==> src/hw/rtl/square_matrix_multiply_unit_macros.svh <==
// assertion macros for the square matrix multiply unit
`ifndef SQUARE_MATRIX_MULTIPLY_UNIT_MACROS_SVH
`define SQUARE_MATRIX_MULTIPLY_UNIT_MACROS_SVH
`ifndef ASSERT_OFF
`define SMM_ASSERT_IMPLIES(lbl, ante, cons) \
  lbl: assert property (@(posedge clk) disable iff (!rst_n) (ante) |-> (cons)) \
    else $error("smm assertion failed");
`define SMM_ASSERT_NEXT(lbl, ante, cons) \
  lbl: assert property (@(posedge clk) disable iff (!rst_n) (ante) |=> (cons)) \
    else $error("smm assertion failed");
`else
`define SMM_ASSERT_IMPLIES(lbl, ante, cons)
`define SMM_ASSERT_NEXT(lbl, ante, cons)
`endif
`endif

==> src/hw/rtl/smm_pkg.sv <==
// shared types and constants for the square matrix multiply unit
package smm_pkg;

  localparam int MAX_DIM_DEF       = 32;
  localparam int ELEMENT_WIDTH_DEF = 16;

  localparam int CMD_W     = 2;
  localparam int IDX_W     = 5;
  localparam int VALUE_W   = 16;
  localparam int SIZE_W    = 6;
  localparam int PRODUCT_W = 37;

  localparam logic [SIZE_W-1:0] SIZE_RESET = 6'd32;

  localparam logic [CMD_W-1:0] CMD_WRITE_A = 2'd0;
  localparam logic [CMD_W-1:0] CMD_WRITE_B = 2'd1;
  localparam logic [CMD_W-1:0] CMD_COMPUTE = 2'd2;

  typedef struct packed {
    logic [CMD_W-1:0]          command;
    logic [IDX_W-1:0]          row_index;
    logic [IDX_W-1:0]          col_index;
    logic signed [VALUE_W-1:0] element_value;
  } in_word_t;

  typedef struct packed {
    logic signed [PRODUCT_W-1:0] product_value;
    logic                        index_error;
  } out_word_t;

  typedef struct packed {
    logic load_a;
    logic load_b;
    logic start;
    logic fail;
    logic issue;
    logic out_load;
  } smm_cmd_t;

  typedef struct packed {
    logic in_ok;
    logic last_issue;
    logic pipe_busy;
    logic out_free;
  } smm_status_t;

  typedef enum logic [1:0] {
    ST_IDLE,
    ST_RUN,
    ST_DRAIN,
    ST_FINISH
  } smm_state_t;

endpackage

==> src/hw/rtl/smm_ctrl.sv <==
// controller state machine for the square matrix multiply unit
module smm_ctrl (
  input  logic                clk,
  input  logic                rst_n,
  input  logic                in_valid,
  input  logic [smm_pkg::CMD_W-1:0] in_command,
  output logic                in_stall,
  input  smm_pkg::smm_status_t sts,
  output smm_pkg::smm_cmd_t   cmd
);

  smm_pkg::smm_state_t state_r, state_nxt;

  logic take;
  assign take = in_valid && (state_r == smm_pkg::ST_IDLE);
  assign in_stall = (state_r != smm_pkg::ST_IDLE);

  always_ff @(posedge clk) begin
    if (!rst_n) begin
      state_r <= smm_pkg::ST_IDLE;
    end else begin
      state_r <= state_nxt;
    end
  end

  always_comb begin
    state_nxt = state_r;
    unique case (state_r)
      smm_pkg::ST_IDLE: begin
        if (take && in_command == smm_pkg::CMD_COMPUTE) begin
          state_nxt = sts.in_ok ? smm_pkg::ST_RUN : smm_pkg::ST_FINISH;
        end
      end
      smm_pkg::ST_RUN: begin
        if (sts.last_issue) begin
          state_nxt = smm_pkg::ST_DRAIN;
        end
      end
      smm_pkg::ST_DRAIN: begin
        if (!sts.pipe_busy) begin
          state_nxt = smm_pkg::ST_FINISH;
        end
      end
      smm_pkg::ST_FINISH: begin
        if (sts.out_free) begin
          state_nxt = smm_pkg::ST_IDLE;
        end
      end
      default: state_nxt = smm_pkg::ST_IDLE;
    endcase
  end

  always_comb begin
    cmd = '0;
    unique case (state_r)
      smm_pkg::ST_IDLE: begin
        cmd.load_a = take && sts.in_ok && (in_command == smm_pkg::CMD_WRITE_A);
        cmd.load_b = take && sts.in_ok && (in_command == smm_pkg::CMD_WRITE_B);
        cmd.start  = take && sts.in_ok && (in_command == smm_pkg::CMD_COMPUTE);
        cmd.fail   = take && !sts.in_ok && (in_command == smm_pkg::CMD_COMPUTE);
      end
      smm_pkg::ST_RUN: begin
        cmd.issue = 1'b1;
      end
      smm_pkg::ST_DRAIN: begin
        cmd = '0;
      end
      smm_pkg::ST_FINISH: begin
        cmd.out_load = sts.out_free;
      end
      default: cmd = '0;
    endcase
  end

endmodule

==> config.mk <==
export PLATFORM = sky130hd
export DESIGN_NAME = smm_ctrl
export DESIGN_NICKNAME = d
export VERILOG_FILES = /design/src/hw/rtl/square_matrix_multiply_unit_macros.svh /design/src/hw/rtl/smm_pkg.sv /design/src/hw/rtl/smm_ctrl.sv
export SDC_FILE = /design/constraint.sdc
export NUM_CORES = 1
export LEC_CHECK = 0
export CORE_AREA = 2 2 39 41
export CTS_CLUSTER_SIZE = 30
export DETAILED_ROUTE_END_ITERATION = 16
export DIE_AREA = 0 0 41 43
export DONT_BUFFER_PORTS = 1
export PLACE_DENSITY = 0.35
export SYNTH_ARGS = -nofsm -noshare
export SYNTH_HDL_FRONTEND = slang
export SYNTH_SLANG_ARGS = --single-unit
==> constraint.sdc <==
create_clock -name clk -period 1.5 [get_ports clk]
set_input_delay 0.3 -clock clk [delete_from_list [all_inputs] [get_ports clk]]
set_output_delay 0.3 -clock clk [all_outputs]
set_load 0.01 [all_outputs]
======== After elaboration in Yosys (flattened, before gate mapping) ========
Index checks and enable logic that the tools add are counted.
word-level totals
  flip-flop bits (word level) ............. 2
  bits of input ports ..................... 9
  output and inout port bits .............. 7
  word-level logic and storage cells ...... 32
cells by class
  eq/ne operators ......................... 9
  mux-type cells .......................... 9
  reductions and logical operators ........ 13
operator list
  kind                                                 count
  two-way mux 2 bit                                    5
  logical AND 1 bit                                    8
  one-hot mux 2 bit (4 select lines)                   1
  equality test 2 bit, second input constant           3
  != test 2 bit, second input constant                 3
  equality test 2 x 1 -> 1 bit, second input constant  2
  logical NOT 2 bit                                    2
  two-way mux 4 bit                                    1
  AND reduction 4 bit                                  1
  two-way mux 1 bit                                    2
  != test 2 x 1 -> 1 bit, second input constant        1
  nonzero test 2 bit                                   1
  logical NOT 1 bit                                    1

======== Depth between registers and ports, before layout ========
  word-level depth ........................ 5
  gate-level depth with buffers ........... 5
  depth with buffers taken out ............ 5

======== Least setup slack after synthesis ========
OpenSTA, ideal clock, no wires.
  path kind ............................... register to register
  from .................................... register state_r[0]
  to ...................................... register state_r[1]
  setup time .............................. 0.072 ns
  arrival ................................. 1.426 ns
  slack ................................... 0.002 ns
  cell stages (with the launch flop) ...... 6
  path through ............................ dfxtp_1 -> inv_1 -> ha_1 -> nand4b_4 -> a2111oi_4 -> mux2i_1
between the ends
  word-level cells in the longest chain between the ends .. 5
RTL lines
  element                                  RTL line                        source
  start, declared                          smm_ctrl.sv:12                  smm_pkg::smm_state_t state_r, state_nxt;
  start signal, assigned                   smm_ctrl.sv:20                  state_r <= smm_pkg::ST_IDLE;
  start signal, assigned                   smm_ctrl.sv:22                  state_r <= state_nxt;
  logical NOT 2 bit                        smm_ctrl.sv:15, smm_ctrl.sv:28
  logical AND 1 bit                        smm_ctrl.sv:15                  assign take = in_valid && (state_r == smm_pkg::ST_IDLE);
  logical AND 1 bit                        smm_ctrl.sv:30                  if (take && in_command == smm_pkg::CMD_COMPUTE) begin
  != test 2 x 1 -> 1 bit (no source line)  --
  AND reduction 4 bit (no source line)     --
Several ways; a longest one is shown, not always the timed one.
A chain may end at the register's enable or synchronous reset.

======== Worst setup path after layout ========
  from .................................... register state_r[1]
  to ...................................... register state_r[0]
Same word-level chain as after synthesis.

==> flow_summary.yaml <==
worst_hold_path:
  min_to: "state_r[0]$_SDFFE_PN0P_"
  worstHoldStart: "rst_n"
  worst_hold_path_type: "input port to register"
  hold-path-cell-count: 1
global_routing:
  grt-ovfl-total: 0
  grt_pass1_vias: 229
  grt_use_total_pct: 7.129
  grt_max_degree: 5
  wire_length_of_the_first_global_routing_pass_um: 855
  grt_antenna_before_repair: 0
yosys:
  mappedNetlistNets: 42
  synth.top_cells.by_area: "ha_1 19%, dfxtp_1 15%, a2111oi_4 11%"
  synthesis.area_um2: 261.5
  synth_edf_count: 0
  sequential_element_share_of_the_synthesized_area_pct: 15.31
  synth_cell_type_count: 15
  yosysMostFrequentCell: "inv_1"
  postSynth.asyncResetShare_pct: 0
  synth_top_cell_by_area: "ha_1"
  warnings_from_yosys: 0
  syn_area_per_cell_um2: 9.017
  synth_seq_cells: 2
  top_ff_cell_synth: "dfxtp_1"
  synth_top_area_share_pct: 19.14
  synth.top_cells.by_count: "5 x inv_1, 4 x ha_1, 4 x nor2_1"
  synth_cells: 29
placed_design:
  place_hpwl_um: 456.4
  dp_slack_ns: -0.03133
  placed_cell_area_um2: 311.5
  routabilityCongestion: 0.6103
  buffer_ports.inserted: 0
cts:
  tritoncts_buffers: 3
  ctsHoldBuffers: 0
  clk_transition_reported_paths_ns: 0.03
  clock_sink_count: 2
  cts.root.buffer_cell: "clkbuf_4"
  cts-root-to-sink-buffers: 2
  tritoncts: "done"
  htree_levels: 1
  insertion_delay_ns: 0.22
power_and_ir_drop:
  vdd_drop_max_mv: 0.7655
  cellPowerDensity_mw_per_mm2: 1724
  leakage_power_of_the_design_nw: 0.1883
worst_setup_path:
  crit_path_max_incr_delay_ns: 0.49
  rr_endpoint: "state_r[0]$_SDFFE_PN0P_"
  timing.critical_path.to_type: "register"
  critical-path-top-delay-family: "simple AND/OR/NAND/NOR gates"
  ff2ff_setup_slack_ns: 0.03
  critPathSlowestCell: "or4_1"
  worstRegToRegCells: 5
  cp_data_required_time_ns: 1.60
  path_cells: "inv_2 -> ha_1 -> nor2b_1 -> or4_1 -> o211a_1"
  critical_path_depth: 5
  worstPathMaxFanout: 2
  critical_path_buf_inv_count: 1
  criticalPathCategory: "register to register"
  critical_path.startpoint_type: "register"
  r2r_start: "state_r[1]$_SDFFE_PN0P_"
  crit_arrival_ns: 1.58
route:
  wl_um: 567
  dr.pass1.iters: 3
  violation_count_after_the_first_detailed_routing_iteration: 4
  detail-route-antenna-nets: 0
  drc_errors: 0
  via_count: 232
  vias_per_cell: 4.218
  routedWlPerCell_um: 10.31
die:
  core_area_mm2: 0.001384
  dieArea_mm2: 0.001763
  die_w_um: 41
  ios: 16
  row_count: 14
  die_height_um: 43
  floorplan.initialDensity_pct: 18.90
sta:
  worst_pin_slew_ns: 0.3001
  timing.max_slew.rel_slack_pct: 79.99
  report.final.slew_viol_count: 0
  fmaxAchievable_mhz: 679.5
  finalWorstSetupSlack_ns: 0.02824
  timing.final.crit_share_pct: 98.12
  hold_violations: 0
  rsz0062_at_grt: "true"
  worst_clk_skew_ns: 0.004734
  setup-violations-final: 0
  final.min_clock_period_ns: 1.472
run_status:
  outcome: "finished, final reports clean"
final_layout:
  synthToLayoutAreaGrowth_pct: 50.24
  post_route_cells_drive_above_1_share_pct: 58.97
  design.final.nets: 54
  top_regs: "state_r (2)"
  num_antenna_cells: 0
  largest_reg_flops: 2
  final_core_utilization_pct: 28.39
  final_cell_area_um2: 392.9
  max_flop_register: "state_r"
job:
  number_of_max_capacitance_violations_reported: 0
[routing by layer]
metal  global-route usage, %  vias to the layer above  share of wire (%)
met3                   3.141                        0                5.1
met1                   7.074                      111                 37
li1                        -                      116                  -
met4                   4.000                        0                  0
met2                   11.56                        5                 57
met5                       0                        -                  0
[timing repair]
item	CTS	global route
resized for setup	9	4
endpoints found under the setup margin	7	6
setup buffers	2	1
pin swaps	3	3
[power breakdown]
group | switching (mW) | internal [mW] | total (mW)
registers | 0.0174 | 0.0778 | 0.0952
logic | 0.182 | 0.283 | 0.465
clock network | 0.0286 | 0.0881 | 0.117
total | 0.228 | 0.449 | 0.677
[worst register-to-register path: stages (launching register included)]
cell and delay (ns):
dfxtp_2 0.32, inv_2 0.05, ha_1 0.18, nor2b_1 0.17, or4_1 0.49, o211a_1 0.14
[worst max path at each step]
stage | startpoint | endpoint | slack [ns]
after global placement | state_r[0]$_SDFFE_PN0P_ | state_r[0]$_SDFFE_PN0P_ | -0.02
after floorplan | state_r[0]$_SDFFE_PN0P_ | state_r[1]$_SDFFE_PN0P_ | 0.002
after detailed placement | state_r[0]$_SDFFE_PN0P_ | state_r[1]$_SDFFE_PN0P_ | -0.03
after CTS | state_r[1]$_SDFFE_PN0P_ | cmd[2] | -0.01
after global routing | state_r[1]$_SDFFE_PN0P_ | cmd[4] | -0.07
final | state_r[1]$_SDFFE_PN0P_ | state_r[0]$_SDFFE_PN0P_ | 0.03
[final cells by class]
type / instances / area (um^2)
fill: 161 / 991.0
multi-input combinational: 22 / 232.7
timing repair buffer: 7 / 56.30
sequential: 2 / 42.54
clock buffer: 3 / 22.52
tap: 16 / 20.02
inverter: 5 / 18.77
[stage by stage]
step	hold slack (ns)	setup TNS, ns	total power [mW]	instances
finish	0.2100	0	0.6774	55
global route	0.2077	-0.2808	0.7488	55
CTS	0.2015	-0.02133	0.6576	54
detailed placement	0.4420	-0.05412	0.4410	49
global placement	0.4470	-0.01764	0.4417	49
floorplan	0.4334	0	0.3304	29
[layout by cell type (no fill, tap or decap), drive strengths merged, types with 2 or more instances in the layout]
master	Yosys	layout
clkbuf	0	3
buf	0	7
and2	2	2
nor2	4	4
inv	5	5
ha	4	4
dfxtp	2	2
nand4b	2	2
nor2b	3	3
[cells by family after synthesis]
| group | Yosys count | synth area share [%] |
|---|---|---|
| AO/OA/AOI/OAI | 3 | 16.27 |
| adder cells (fa/ha/maj) | 4 | 19.14 |
| buffers and inverters | 5 | 7.178 |
| flip-flops | 2 | 15.31 |
| multiplexers | 1 | 3.828 |
| AND/OR/NAND/NOR | 14 | 38.28 |
(Power assumes the default switching activity.)
